### config.mk
export PLATFORM = sky130hd
export DESIGN_NAME = ebc_ctrl
export DESIGN_NICKNAME = d
export VERILOG_FILES = /design/src/hdl/ebc_pkg.sv /design/src/hdl/ebc_ctrl.sv
export SDC_FILE = /design/constraint.sdc
export NUM_CORES = 1
export LEC_CHECK = 0
export BUFFER_PORTS_ARGS = -buffer_cell sky130_fd_sc_hd__buf_2
export CORE_UTILIZATION = 35
export DETAILED_ROUTE_END_ITERATION = 16
export GPL_ROUTABILITY_DRIVEN = 1
export PLACE_DENSITY = 0.69
export SLEW_MARGIN = 20
export SYNTH_ARGS = -nofsm -noshare
export SYNTH_HDL_FRONTEND = slang
export SYNTH_SLANG_ARGS = --single-unit
### constraint.sdc
create_clock -name clk -period 1.8 [get_ports clk]
set_input_delay 0.36 -clock clk [delete_from_list [all_inputs] [get_ports clk]]
set_output_delay 0.36 -clock clk [all_outputs]
set_load 0.005 [all_outputs]
### src/hdl/ebc_pkg.sv
// Package for the eight-bit CPU subset unit: sizes, action codes, opcodes,
// datapath select codes and the command/status structs. No dependencies.
package ebc_pkg;

  localparam int MemDepth = 4096;
  localparam int MemAw    = $clog2(MemDepth);

  localparam logic [1:0] ACT_WRITE = 2'd0;
  localparam logic [1:0] ACT_READ  = 2'd1;
  localparam logic [1:0] ACT_LOAD  = 2'd2;
  localparam logic [1:0] ACT_EXEC  = 2'd3;

  // addressing modes
  localparam logic [3:0] M_IMM  = 4'd0;
  localparam logic [3:0] M_ZP   = 4'd1;
  localparam logic [3:0] M_ZPX  = 4'd2;
  localparam logic [3:0] M_ABS  = 4'd3;
  localparam logic [3:0] M_ABSX = 4'd4;
  localparam logic [3:0] M_ABSY = 4'd5;
  localparam logic [3:0] M_INDX = 4'd6;
  localparam logic [3:0] M_INDY = 4'd7;
  localparam logic [3:0] M_ACC  = 4'd8;
  localparam logic [3:0] M_REL  = 4'd9;

  // operation kinds
  localparam logic [2:0] K_ADC = 3'd0;
  localparam logic [2:0] K_AND = 3'd1;
  localparam logic [2:0] K_ASL = 3'd2;
  localparam logic [2:0] K_BCC = 3'd3;
  localparam logic [2:0] K_BCS = 3'd4;
  localparam logic [2:0] K_BEQ = 3'd5;
  localparam logic [2:0] K_BIT = 3'd6;

  localparam logic [3:0] FLAG_C = 4'b0001;
  localparam logic [3:0] FLAG_Z = 4'b0010;
  localparam logic [3:0] FLAG_V = 4'b0100;
  localparam logic [3:0] FLAG_N = 4'b1000;

  typedef struct packed {
    logic       ok;
    logic [2:0] kind;
    logic [3:0] mode;
    logic [2:0] cyc;
  } decode_t;

  function automatic decode_t decode_op(input logic [7:0] op);
    decode_t d;
    d = '{ok: 1'b1, kind: K_ADC, mode: M_IMM, cyc: 3'd2};
    case (op)
      8'h69: d = '{1'b1, K_ADC, M_IMM,  3'd2};
      8'h65: d = '{1'b1, K_ADC, M_ZP,   3'd3};
      8'h75: d = '{1'b1, K_ADC, M_ZPX,  3'd4};
      8'h6D: d = '{1'b1, K_ADC, M_ABS,  3'd4};
      8'h7D: d = '{1'b1, K_ADC, M_ABSX, 3'd4};
      8'h79: d = '{1'b1, K_ADC, M_ABSY, 3'd4};
      8'h61: d = '{1'b1, K_ADC, M_INDX, 3'd6};
      8'h71: d = '{1'b1, K_ADC, M_INDY, 3'd5};
      8'h29: d = '{1'b1, K_AND, M_IMM,  3'd2};
      8'h25: d = '{1'b1, K_AND, M_ZP,   3'd3};
      8'h35: d = '{1'b1, K_AND, M_ZPX,  3'd4};
      8'h2D: d = '{1'b1, K_AND, M_ABS,  3'd4};
      8'h3D: d = '{1'b1, K_AND, M_ABSX, 3'd4};
      8'h39: d = '{1'b1, K_AND, M_ABSY, 3'd4};
      8'h21: d = '{1'b1, K_AND, M_INDX, 3'd6};
      8'h31: d = '{1'b1, K_AND, M_INDY, 3'd5};
      8'h0A: d = '{1'b1, K_ASL, M_ACC,  3'd2};
      8'h06: d = '{1'b1, K_ASL, M_ZP,   3'd5};
      8'h16: d = '{1'b1, K_ASL, M_ZPX,  3'd6};
      8'h0E: d = '{1'b1, K_ASL, M_ABS,  3'd6};
      8'h1E: d = '{1'b1, K_ASL, M_ABSX, 3'd7};
      8'h90: d = '{1'b1, K_BCC, M_REL,  3'd2};
      8'hB0: d = '{1'b1, K_BCS, M_REL,  3'd2};
      8'hF0: d = '{1'b1, K_BEQ, M_REL,  3'd2};
      8'h24: d = '{1'b1, K_BIT, M_ZP,   3'd3};
      8'h2C: d = '{1'b1, K_BIT, M_ABS,  3'd4};
      default: d.ok = 1'b0;
    endcase
    return d;
  endfunction

  // datapath memory address sources
  localparam logic [2:0] AS_PC   = 3'd0;
  localparam logic [2:0] AS_IN   = 3'd1;
  localparam logic [2:0] AS_EA   = 3'd2;
  localparam logic [2:0] AS_ZP   = 3'd3;
  localparam logic [2:0] AS_ZP1  = 3'd4;
  localparam logic [2:0] AS_CLR  = 3'd5;

  // datapath latch targets for the byte just read
  localparam logic [2:0] LT_NONE = 3'd0;
  localparam logic [2:0] LT_OP   = 3'd1;
  localparam logic [2:0] LT_LO   = 3'd2;
  localparam logic [2:0] LT_HI   = 3'd3;
  localparam logic [2:0] LT_OPND = 3'd4;
  localparam logic [2:0] LT_RD   = 3'd5;

  typedef struct packed {
    logic       mem_re;
    logic       mem_we;     // write input data (or clear/ASL result)
    logic [2:0] addr_sel;
    logic [2:0] latch;      // where the byte arriving this cycle goes
    logic       pc_inc;     // advance working PC
    logic       take_item;  // register input fields
    logic       do_load;
    logic       do_exec;    // commit the instruction result
    logic       do_unsup;
    logic       clr_out;    // zero read_data/cycles/unsupported
    logic       wr_asl;     // memory write data is the shift result
    logic       ea_zp;      // EA := arriving byte (+ X for zp,X)
    logic       ea_abs;     // EA := {hi,lo} + index
    logic       ea_rel;     // EA := branch target
    logic       ea_imm;     // EA := PC
  } cmd_t;

  typedef struct packed {
    logic [1:0] action;
    decode_t    dec;
    logic       clr_done;
  } stat_t;

endpackage

### src/hdl/ebc_ctrl.sv
// Controller FSM: sequences memory accesses for each action.
// Depends on ebc_pkg.
module ebc_ctrl (
  input  logic               clk,
  input  logic               rst,
  input  logic               in_valid,
  output logic               in_stall,
  output logic               out_valid,
  input  logic               out_stall,
  input  ebc_pkg::stat_t     stat,
  output ebc_pkg::cmd_t      cmd,
  output logic [2:0]         cur_kind,
  output logic [3:0]         cur_mode,
  output logic [2:0]         cur_cyc
);
  import ebc_pkg::*;

  localparam logic [3:0] S_CLEAR = 4'd0;
  localparam logic [3:0] S_IDLE  = 4'd1;
  localparam logic [3:0] S_DISP  = 4'd2;
  localparam logic [3:0] S_OPW   = 4'd3;  // opcode in flight
  localparam logic [3:0] S_DEC   = 4'd4;
  localparam logic [3:0] S_B1W   = 4'd5;  // first operand byte in flight
  localparam logic [3:0] S_B2W   = 4'd6;  // high byte in flight
  localparam logic [3:0] S_P0    = 4'd7;  // pointer lo request
  localparam logic [3:0] S_P0W   = 4'd8;
  localparam logic [3:0] S_P1W   = 4'd9;
  localparam logic [3:0] S_MRD   = 4'd10;
  localparam logic [3:0] S_MW    = 4'd11;
  localparam logic [3:0] S_EXEC  = 4'd12;
  localparam logic [3:0] S_RDW   = 4'd13;
  localparam logic [3:0] S_DONE  = 4'd14;

  logic [3:0] state, state_next;
  decode_t    cur, cur_next;

  assign in_stall = (state != S_IDLE) || out_valid;
  assign cur_kind = cur.kind;
  assign cur_mode = cur.mode;
  assign cur_cyc  = cur.cyc;

  always_comb begin
    cmd        = '0;
    state_next = state;
    cur_next   = cur;
    case (state)
      S_CLEAR: begin
        cmd.addr_sel = AS_CLR;
        cmd.mem_we   = 1'b1;
        if (stat.clr_done) begin
          cmd.mem_we = 1'b0;
          state_next = S_IDLE;
        end
      end
      S_IDLE: if (in_valid && !in_stall) begin
        cmd.take_item = 1'b1;
        state_next    = S_DISP;
      end
      S_DISP: begin
        cmd.clr_out = 1'b1;
        case (stat.action)
          ACT_WRITE: begin
            cmd.mem_we = 1'b1; cmd.addr_sel = AS_IN; state_next = S_DONE;
          end
          ACT_READ: begin
            cmd.mem_re = 1'b1; cmd.addr_sel = AS_IN; state_next = S_RDW;
          end
          ACT_LOAD: begin
            cmd.do_load = 1'b1; state_next = S_DONE;
          end
          default: begin
            cmd.mem_re = 1'b1; cmd.addr_sel = AS_PC; cmd.pc_inc = 1'b1;
            state_next = S_OPW;
          end
        endcase
      end
      S_RDW: begin
        cmd.latch = LT_RD; state_next = S_DONE;
      end
      S_OPW: begin
        cmd.latch = LT_OP; state_next = S_DEC;
      end
      S_DEC: begin
        cur_next = stat.dec;
        if (!stat.dec.ok) begin
          cmd.do_unsup = 1'b1; state_next = S_DONE;
        end else if (stat.dec.mode == M_ACC) begin
          state_next = S_EXEC;
        end else if (stat.dec.mode == M_IMM) begin
          cmd.ea_imm = 1'b1; cmd.pc_inc = 1'b1; state_next = S_MRD;
        end else begin
          cmd.mem_re = 1'b1; cmd.addr_sel = AS_PC; cmd.pc_inc = 1'b1;
          state_next = S_B1W;
        end
      end
      S_B1W: begin
        cmd.latch = LT_LO;
        case (cur.mode)
          M_ZP, M_ZPX: begin cmd.ea_zp = 1'b1; state_next = S_MRD; end
          M_REL: begin cmd.ea_rel = 1'b1; state_next = S_EXEC; end
          M_INDX, M_INDY: state_next = S_P0;
          default: begin
            cmd.mem_re = 1'b1; cmd.addr_sel = AS_PC; cmd.pc_inc = 1'b1;
            state_next = S_B2W;
          end
        endcase
      end
      S_B2W: begin
        cmd.ea_abs = 1'b1; state_next = S_MRD;
      end
      S_P0: begin
        cmd.mem_re = 1'b1; cmd.addr_sel = AS_ZP; state_next = S_P0W;
      end
      S_P0W: begin
        // pointer low byte arrives; LT_LO also reloads zp, but this ZP1 request uses the old zp
        cmd.latch = LT_LO;
        cmd.mem_re = 1'b1; cmd.addr_sel = AS_ZP1; state_next = S_P1W;
      end
      S_P1W: begin
        cmd.ea_abs = 1'b1; state_next = S_MRD;
      end
      S_MRD: begin
        cmd.mem_re = 1'b1; cmd.addr_sel = AS_EA; state_next = S_MW;
      end
      S_MW: begin
        cmd.latch = LT_OPND; state_next = S_EXEC;
      end
      S_EXEC: begin
        if (cur.kind == K_ASL && cur.mode != M_ACC) begin
          cmd.mem_we = 1'b1; cmd.wr_asl = 1'b1; cmd.addr_sel = AS_EA;
        end
        cmd.do_exec = 1'b1; state_next = S_DONE;
      end
      S_DONE: state_next = S_IDLE;
      default: state_next = S_IDLE;
    endcase
  end

  always_ff @(posedge clk) begin
    if (rst) begin
      state <= S_CLEAR; out_valid <= 1'b0;
    end else begin
      state <= state_next;
      if (state == S_DONE) out_valid <= 1'b1;
      else if (!out_stall) out_valid <= 1'b0;
    end
  end

  always_ff @(posedge clk) begin
    cur <= cur_next;
  end
endmodule

==> results of run 1 <==
-- area by class of cell --
| cell class | count | area, um2 | area share [%] |
|---|---|---|---|
| Multi-Input combinational cell | 91 | 729 | 42.3 |
| Timing Repair Buffer | 78 | 499 | 29.0 |
| Sequential cell | 15 | 415 | 24.1 |
| Tap cell | 31 | 38.8 | 2.25 |
| Clock buffer | 4 | 26.3 | 1.52 |
| Inverter | 4 | 15.0 | 0.871 |
-- through the flow --
step                      util [%]  TNS [ps]
final                         62.0      -786
after global routing          62.0     -1080
after CTS                     55.9      -703
after detailed placement      50.3         0
after global placement        50.3         0
after floorplan                  -         0
-- metal layers --
metal / GRT usage (%) / share of wire, % / vias to the layer above
li1: - / - / 591
met1: 26.2 / 39 / 588
met2: 33.6 / 52 / 54
met3: 4.61 / 6.1 / 8
met4: 4.18 / 2.5 / 0
met5: 0 / 0 / -
-- cells by family (layout without fill, tap and decap cells) --
kind of cell / count (synthesis) / count (layout) / share of synthesized area [%]
simple gates: 59 / 59 / 32.3
compound gates: 29 / 29 / 20.0
flops: 15 / 15 / 38.3
buf+inv: 12 / 86 / 6.47
mux: 2 / 2 / 2.04
xor+xnor: 1 / 1 / 0.838
-- worst max path at each step --
stage                    to  depth (start not counted)
detailed placement  cmd[17]                          5
finish              cmd[18]                          5
floorplan           cmd[10]                          5
global placement    cmd[17]                          5
CTS                 cmd[10]                          5
global route        cmd[18]                          5
-- flip-flops by register name (all words and copies together) (netlist names) --
register   count
cur_cyc        3
cur_kind       3
cur_mode       4
out_valid      1
state          4
-- synth_stat cells (3+ instances only) --
cell type and count:
a21oi_1 7, edfxtp_1 10, nor2_1 12, inv_1 3, buf_2 3, buf_4 3, o211ai_1 3, nand2b_1 7
dfxtp_1 5, nor3_1 6, nand3_1 3, nor2b_1 4, nand2_1 11
-- repair_timing --
item | 4_1_cts | 5_1_grt
setup buffers | 4 | 9
endpoints found under the setup margin | 12 | 14
cloned | 0 | 0
endpoints found under the hold margin | 0 | 0
resized for setup | 20 | 22
pin swaps | 5 | 9
-- where the power goes --
part	total, uW	switching (uW)	internal [uW]
logic	130	67.0	63.2
clock network	191	105	86.3
registers	373	7.24	366
total	694	179	515
==> summary.txt, run 1 <==
Status
  • Status: complete, but fails checks
  • Failing checks: negative setup slack

Critical path
  • Worst Path Required: 1440 ps
  • Critical Path AT: 1660 ps
  • Worst setup SP type: register
  • Most common cell on crit path: o211ai_1
  • Worst R2R Path Depth: 6
  • Worst Setup End Kind: primary output
  • Crit path buf inv count: 2
  • Reg-to-Reg End: state[1]
  • Critical Path, Cell by Cell: buf_6, or2b_4, o211ai_1, o211ai_1, buf_2
  • R2R Path Start: cur_mode[0]
  • Crit path from: cur_mode[0]
  • Delay-heaviest family, CP: compound AO/OA/AOI/OAI gates
  • Max stage delay on crit path: 400 ps
  • Critical path class: reg -> out
  • Slowest CP cell: edfxtp_1
  • Flop2flop setup slack: 180 ps
  • Crit-path max FO: 4

Drt
  • Drt drc: 0
  • DRT antenna net count: 0
  • DR vias/cell: 5.57
  • Post-Route WL: 3470 um
  • Initial DRT Pass Iterations: 4
  • DRT iter0 DRCs: 81
  • Vias: 1241
  • WL/cell: 15.6 um

Clocking
  • CTS root buffer: clkbuf_4
  • Reg clk slew, reported paths: 80 ps
  • TritonCTS clock tree: yes
  • CTS H-tree depth: 1
  • Clock Sinks: 15
  • Worst skew pair latency: 290 ps
  • Clock buffer depth: 2
  • Num CTS Buffers: 3
  • Hold_buf cts: 0

Placed design
  • Placed cell area: 0.00140 mm2
  • Post-DP HPWL: 2360 um
  • Pre-CTS setup slack: 45.5 ps
  • Port Buffers: 48
  • RePlAce Congestion: 0.890
  • Cells after DPL: 206

STA
  • Setup ws final: -216 ps
  • Final Hold Fails: 0
  • Crit path time final: 2020 ps
  • Worst Hold Slack: 242 ps
  • Highest clock rate: 496 MHz
  • Worst Skew: 2.98 ps
  • Relative slew margins: 68.8%
  • Tcrit/Tclk final: 112%
  • Worst Tran Pin Value: 464 ps
  • Max-slew violations: 0
  • RSZ-0062 raised after global routing: yes
  • Final setup fails: 6

Synth
  • Yosys reg bits: 15
  • Synth top area cells: edfxtp_1, dfxtp_1, nor2_1, nand2b_1, nand2_1
  • Syn avg cell area: 8.85 um2
  • Post-synth EDFFs: 10
  • Dominant synthesized flop cell: edfxtp_1
  • Top-area cell type share of the netlist area: 28.7%
  • Mapped cell area: 0.00104 mm2
  • Synth async-reset ratio: 0%
  • YS warnings: 0
  • Syn Nets: 136
  • Distinct cells, synth: 47
  • Register area share after synthesis: 38.3%
  • Synth area leader: edfxtp_1
  • Post-Syn Instances: 118

Global routing
  • Global route overflow: 0
  • First-pass GRT wire length: 4960 um
  • Overall Global Routing Usage: 20.0%
  • Largest net degree at the start of global routing: 11
  • Initial antenna violation count: 0
  • Vias in the first global route: 1065

Layout
  • Post-Layout Cell Count: 223
  • Commonest cells after routing, fill and taps aside: buf_2, buf_4, nor2_1
  • # fillers: 229
  • Commonest non-fill, non-tap cell in the layout: buf_2
  • Area grow syn2layout: 65.0%
  • Final net count: 211
  • Final Cell Area: 0.00172 mm2
  • Layout cells sized above 1: 56.8%
  • Diodes inserted: 0

Pwr
  • Pwr/cell area: 402 mW/mm2
  • Pleak: 0.000736 uW
  • Total power draw: 694 uW
  • VDD IR max: 0.559 mV

Floorplanning
  • Initial cell density of the core: 37.6%
  • Die Y: 56.6 um
  • IO Pins: 49
  • Core Footprint: 0.00278 mm2
  • Die ar.: 0.00321 mm2
  • # rows: 19
  • Die W: 56.6 um

Min path
  • Hold wc startpoint: stat[2]
  • Hold path endpoint: cur_cyc[1]
  • Hold Path Cell Cnt: 1
  • Hold Path Class: in -> reg

Flow run
  • Max Cap Viol: 0
Note: power is estimated with default switching activity, not from simulation.
==> inputs of run 2 (changes only) <==
--- a/config.mk
+++ b/config.mk
@@ -6,10 +6,11 @@
 export NUM_CORES = 1
 export LEC_CHECK = 0
 export BUFFER_PORTS_ARGS = -buffer_cell sky130_fd_sc_hd__buf_2
+export CAP_MARGIN = 0
 export CORE_UTILIZATION = 35
 export DETAILED_ROUTE_END_ITERATION = 16
 export GPL_ROUTABILITY_DRIVEN = 1
-export PLACE_DENSITY = 0.69
+export PLACE_DENSITY = 0.67
 export SLEW_MARGIN = 20
 export SYNTH_ARGS = -nofsm -noshare
 export SYNTH_HDL_FRONTEND = slang
==> constraint.sdc (replaced) <==
create_clock -name clk -period 1.95 [get_ports clk]
set_input_delay 0.39 -clock clk [delete_from_list [all_inputs] [get_ports clk]]
set_output_delay 0.39 -clock clk [all_outputs]
set_load 0.005 [all_outputs]
==> summary.txt, run 2 (synthesis results as in run 1) <==
Floorplanning
  • Core Footprint: 0.00278 mm2
  • Die W: 56.6 um
  • # rows: 19
  • Die Y: 56.6 um
  • IO Pins: 49
  • Initial cell density of the core: 37.6%
  • Die ar.: 0.00321 mm2

Critical path
  • Worst Setup End Kind: primary output
  • End of the critical path: cmd[18]
  • Critical Path AT: 1610 ps
  • Crit-path max FO: 4
  • Crit path from: cur_mode[0]
  • R2R Path Start: cur_mode[0]
  • Critical path class: reg -> out
  • Worst R2R Path Depth: 7
  • Worst setup SP type: register
  • Worst Path Required: 1560 ps
  • Reg-to-Reg End: state[1]
  • Flop2flop setup slack: 200 ps

Flow run
  • Max Cap Viol: 0

Clocking
  • Clock Sinks: 15
  • CTS root buffer: clkbuf_4
  • Reg clk slew, reported paths: 90 ps
  • Num CTS Buffers: 3
  • TritonCTS clock tree: yes
  • Clock buffer depth: 2
  • Worst skew pair latency: 280 ps
  • Hold_buf cts: 0
  • CTS H-tree depth: 1

Min path
  • Hold Path Class: in -> reg

Drt
  • DRT iter0 DRCs: 65
  • Initial DRT Pass Iterations: 6
  • DR vias/cell: 5.75
  • WL/cell: 15.0 um
  • DRT antenna net count: 0
  • Post-Route WL: 3200 um
  • Drt drc: 0
  • Vias: 1224

STA
  • RSZ-0062 raised after global routing: yes
  • Max-slew violations: 0
  • Worst Tran Pin Value: 457 ps
  • Crit path time final: 2000 ps
  • Setup ws final: -52.3 ps
  • Final setup fails: 3
  • Highest clock rate: 499 MHz
  • Final Hold Fails: 0
  • Tcrit/Tclk final: 103%
  • Worst Hold Slack: 272 ps
  • Relative slew margins: 69.3%
  • Worst Skew: 3.00 ps

Global routing
  • Largest net degree at the start of global routing: 19
  • Initial antenna violation count: 0
  • Vias in the first global route: 1047
  • Overall Global Routing Usage: 18.8%
  • First-pass GRT wire length: 4690 um
  • Global route overflow: 0

Pwr
  • Total power draw: 629 uW
  • VDD IR max: 0.492 mV
  • Pleak: 0.000658 uW
  • Pwr/cell area: 405 mW/mm2

Layout
  • Commonest cells after routing, fill and taps aside: buf_2, buf_4, nor2_1
  • Final net count: 201
  • Diodes inserted: 0
  • # fillers: 249
  • Area grow syn2layout: 48.9%
  • Commonest non-fill, non-tap cell in the layout: buf_2
  • Layout cells sized above 1: 48.9%

Placed design
  • Port Buffers: 48
  • RePlAce Congestion: 0.870
  • Post-DP HPWL: 2240 um

Status
  • Failing checks: negative setup slack
  • Status: complete, but fails checks
## run 2: cell types whose count changed in the layout (fill, tap and decap cells not counted), sizes merged
cell and delta:
buf -11, clkbuf +1
## run 2: cell type report
| class | count | area (um2) | share of cell area (%) |
|---|---|---|---|
| clock buffers | 4 | 26.3 | 1.69 |
| repair buffers | 68 | 412 | 26.5 |
| well taps | 31 | 38.8 | 2.49 |
| flip-flops and latches | 15 | 415 | 26.7 |
| multi-input cells | 91 | 648 | 41.7 |
| inverters | 4 | 15.0 | 0.965 |
## run 2: layer usage
metal | vias to the layer above | GRT usage, % | part of all wire, %
li1 | 567 | - | -
met1 | 576 | 22.8 | 40
met2 | 73 | 32.4 | 51
met3 | 8 | 5.30 | 7.8
met4 | 0 | 4.53 | 1.8
met5 | - | 0 | 0
## run 2: worst min path at each step
stage | from | end | slack, ps | cells past startpoint
final | stat[9] | cur_kind[1] | 270 | 1
after global routing | stat[8] | cur_kind[0] | 250 | 1
after CTS | stat[9] | cur_kind[1] | 270 | 1
after detailed placement | out_valid | out_valid | 550 | 2
after global placement | out_valid | out_valid | 530 | 2
after floorplan | rst | state[0] | 460 | 1
## run 2: timing repair
item | 4_1_cts | 5_1_grt
setup buffers | 4 | 5
pin swaps | 4 | 5
gates resized for setup | 13 | 9
setup endpoints to repair | 9 | 8
## run 2: metrics by stage
step / util, % / cells / instance area [um2] / TNS [ps] / setup WS [ps]
floorplan: - / 118 / 1040 / 0 / 157
finish: 55.9 / 213 / 1560 / -137 / -52.3
global route: 55.9 / 213 / 1560 / -419 / -135
global placement: 49.1 / 200 / 1370 / 0 / 197
CTS: 53.1 / 208 / 1480 / -126 / -52.5
detailed placement: 49.1 / 200 / 1370 / 0 / 166
## run 2: report_power, final
part,switching (uW),internal [uW],leakage (uW)
sequential,8.69,338,0.000133
combinational,53.0,47.0,0.000510
clock,104,79.4,0.0000150
## run 2: critical path, cell delays in order, from the launching register on
cell,delay (ps)
edfxtp_1,420
buf_6,120
or2b_1,260
o211ai_1,250
o211ai_1,140
buf_2,150
==> inputs of run 3 (changes only) <==
--- a/config.mk
+++ b/config.mk
@@ -5,6 +5,7 @@
 export SDC_FILE = /design/constraint.sdc
 export NUM_CORES = 1
 export LEC_CHECK = 0
+export ABC_AREA = 1
 export BUFFER_PORTS_ARGS = -buffer_cell sky130_fd_sc_hd__buf_2
 export CAP_MARGIN = 0
 export CORE_UTILIZATION = 35
==> summary.txt, run 3 <==
Drt
  • DRT antenna net count: 0
  • DRT iter0 DRCs: 33
  • Drt drc: 0
  • WL/cell: 10.8 um
  • Vias: 1154
  • Initial DRT Pass Iterations: 4
  • Post-Route WL: 2590 um
  • DR vias/cell: 4.81

Clocking
  • TritonCTS clock tree: yes
  • Hold_buf cts: 0
  • Worst skew pair latency: 290 ps
  • Clock buffer depth: 2
  • Num CTS Buffers: 3
  • Reg clk slew, reported paths: 100 ps
  • Clock Sinks: 15
  • CTS H-tree depth: 1
  • CTS root buffer: clkbuf_4

Layout
  • Layout cells sized above 1: 39.7%
  • Commonest cells after routing, fill and taps aside: buf_2, nand2_1, nor2_1
  • Area grow syn2layout: 36.1%
  • Commonest non-fill, non-tap cell in the layout: buf_2
  • Diodes inserted: 0
  • Final net count: 228

Synth
  • Synth async-reset ratio: 0%
  • Syn Nets: 171
  • Post-synth EDFFs: 10
  • Top-area cell type share of the netlist area: 29.6%
  • Post-Syn Instances: 153
  • YS warnings: 0
  • Count leader, synth: nand2_1
  • Synth cell count leaders: nand2_1, nor2_1, inv_1
  • Register area share after synthesis: 39.4%
  • Synth area leader: edfxtp_1
  • Distinct cells, synth: 18
  • Mapped cell area: 0.00102 mm2
  • Yosys reg bits: 15
  • Synth top area cells: edfxtp_1, nand2_1, nor2_1, dfxtp_1, inv_1
  • Dominant synthesized flop cell: edfxtp_1
  • Syn avg cell area: 6.64 um2

Critical path
  • Worst Setup End Kind: primary output
  • Worst setup SP type: register
  • R2R Path Start: state[0]
  • Crit path from: state[3]
  • Critical path class: reg -> out
  • Reg-to-Reg End: state[2]
  • Slowest CP cell: dfxtp_2
  • Most common cell on crit path: nor2_1
  • End of the critical path: cmd[18]
  • Worst R2R Path Depth: 8
  • Critical Path AT: 1460 ps
  • Max stage delay on crit path: 380 ps
  • Worst Path Required: 1560 ps
  • Crit-path max FO: 4
  • Critical Path, Cell by Cell: inv_1, nand2_2, inv_2, nand2_1, nor2_1, nor2_1, nand4_1, buf_2
  • Flop2flop setup slack: 580 ps

Floorplanning
  • IO Pins: 49
  • Initial cell density of the core: 36.8%
  • Die ar.: 0.00312 mm2
  • Die W: 55.9 um
  • Die Y: 55.9 um
  • Core Footprint: 0.00276 mm2
  • # rows: 19

Pwr
  • VDD IR max: 0.746 mV
  • Pwr/cell area: 1020 mW/mm2
  • Pleak: 0.000756 uW

Global routing
  • Initial antenna violation count: 0
  • Largest net degree at the start of global routing: 14
  • First-pass GRT wire length: 4130 um
  • Overall Global Routing Usage: 16.9%
  • Vias in the first global route: 1004
  • Global route overflow: 0

Placed design
  • Port Buffers: 48
  • RePlAce Congestion: 0.825
  • Post-DP HPWL: 2080 um

STA
  • Worst Tran Pin Value: 275 ps
  • Worst Hold Slack: 270 ps
  • Final setup fails: 0
  • Crit path time final: 1850 ps
  • Worst Skew: 11.0 ps
  • Max-slew violations: 0
  • Setup TNS Final: 0 ps
  • Tcrit/Tclk final: 94.6%
  • Final Hold Fails: 0
  • Relative slew margins: 81.6%
  • Highest clock rate: 542 MHz

Min path
  • Hold Path Class: in -> reg

Flow run
  • Max Cap Viol: 0

Status
  • Status: completed
[run 3: cell count changes in the layout (fill, tap and decap cells not counted), sizes merged, moves of 3 or more]
cell | before | now
inv | 4 | 26
nor3b | 3 | 0
buf | 67 | 52
nor2 | 12 | 38
nand2 | 11 | 45
o21ai | 1 | 5
nand2b | 8 | 0
nand3 | 3 | 13
nor2b | 4 | 0
nor3 | 7 | 2
a21oi | 7 | 2
[run 3: cell type report]
type,instances,area [um2]
Multi-Input combinational cell,112,543
Sequential cell,15,405
Tap cell,31,38.8
Timing Repair Buffer,52,270
Clock inverter,1,5.00
Fill cell,285,1380
Clock buffer,3,22.5
Inverter,26,97.6
[run 3: layer usage]
metal / vias to the layer above / part of all wire (%) / GRT usage [%]
li1: 599 / - / -
met1: 501 / 46 / 20.7
met2: 50 / 44 / 28.6
met3: 4 / 8.0 / 6.05
met4: 0 / 1.4 / 3.48
met5: - / 0 / 0
[run 3: worst max-delay path, delay by kind of cell (launching register included)]
kind | cells | cell delay [ps]
and+or+nand+nor | 5 | 520
DFF | 1 | 380
buffers and inverters | 3 | 270
[run 3: cell families after synthesis]
kind of cell	share of synthesized area [%]
simple gates	44.7
buf+inv	9.61
flops	39.4
compound gates	6.28
[run 3: per-stage QoR]
stage / total power, uW / std cells / util (%) / worst slack, ps / area [um2]
finish: 1410 / 240 / 50.1 / 104 / 1380
global route: 1520 / 240 / 50.1 / -11.1 / 1380
CTS: 1370 / 237 / 48.2 / 5.28 / 1330
detailed placement: 1180 / 233 / 47.2 / 297 / 1300
global placement: 1190 / 233 / 47.2 / 330 / 1300
floorplan: 936 / 153 / - / 444 / 1020
[run 3: report_power, final]
group          leakage [uW]  switching, uW  total (uW)  internal, uW
combinational      0.000606            446         741           296
clock             0.0000177            108         185          76.3
sequential         0.000133           74.4         482           408
total              0.000756            628        1410           780
[run 3: worst min-delay path by stage]
stage	start	to	depth (start not counted)
after floorplan	rst	out_valid	1
after global placement	out_valid	out_valid	2
after detailed placement	out_valid	out_valid	2
after CTS	stat[9]	cur_kind[1]	1
after global routing	stat[9]	cur_kind[1]	1
final	stat[9]	cur_kind[1]	1
[run 3: repair_timing]
item	in CTS	in global routing
buffers inserted	0	3
resized for setup	0	10
endpoints found under the setup margin	0	7
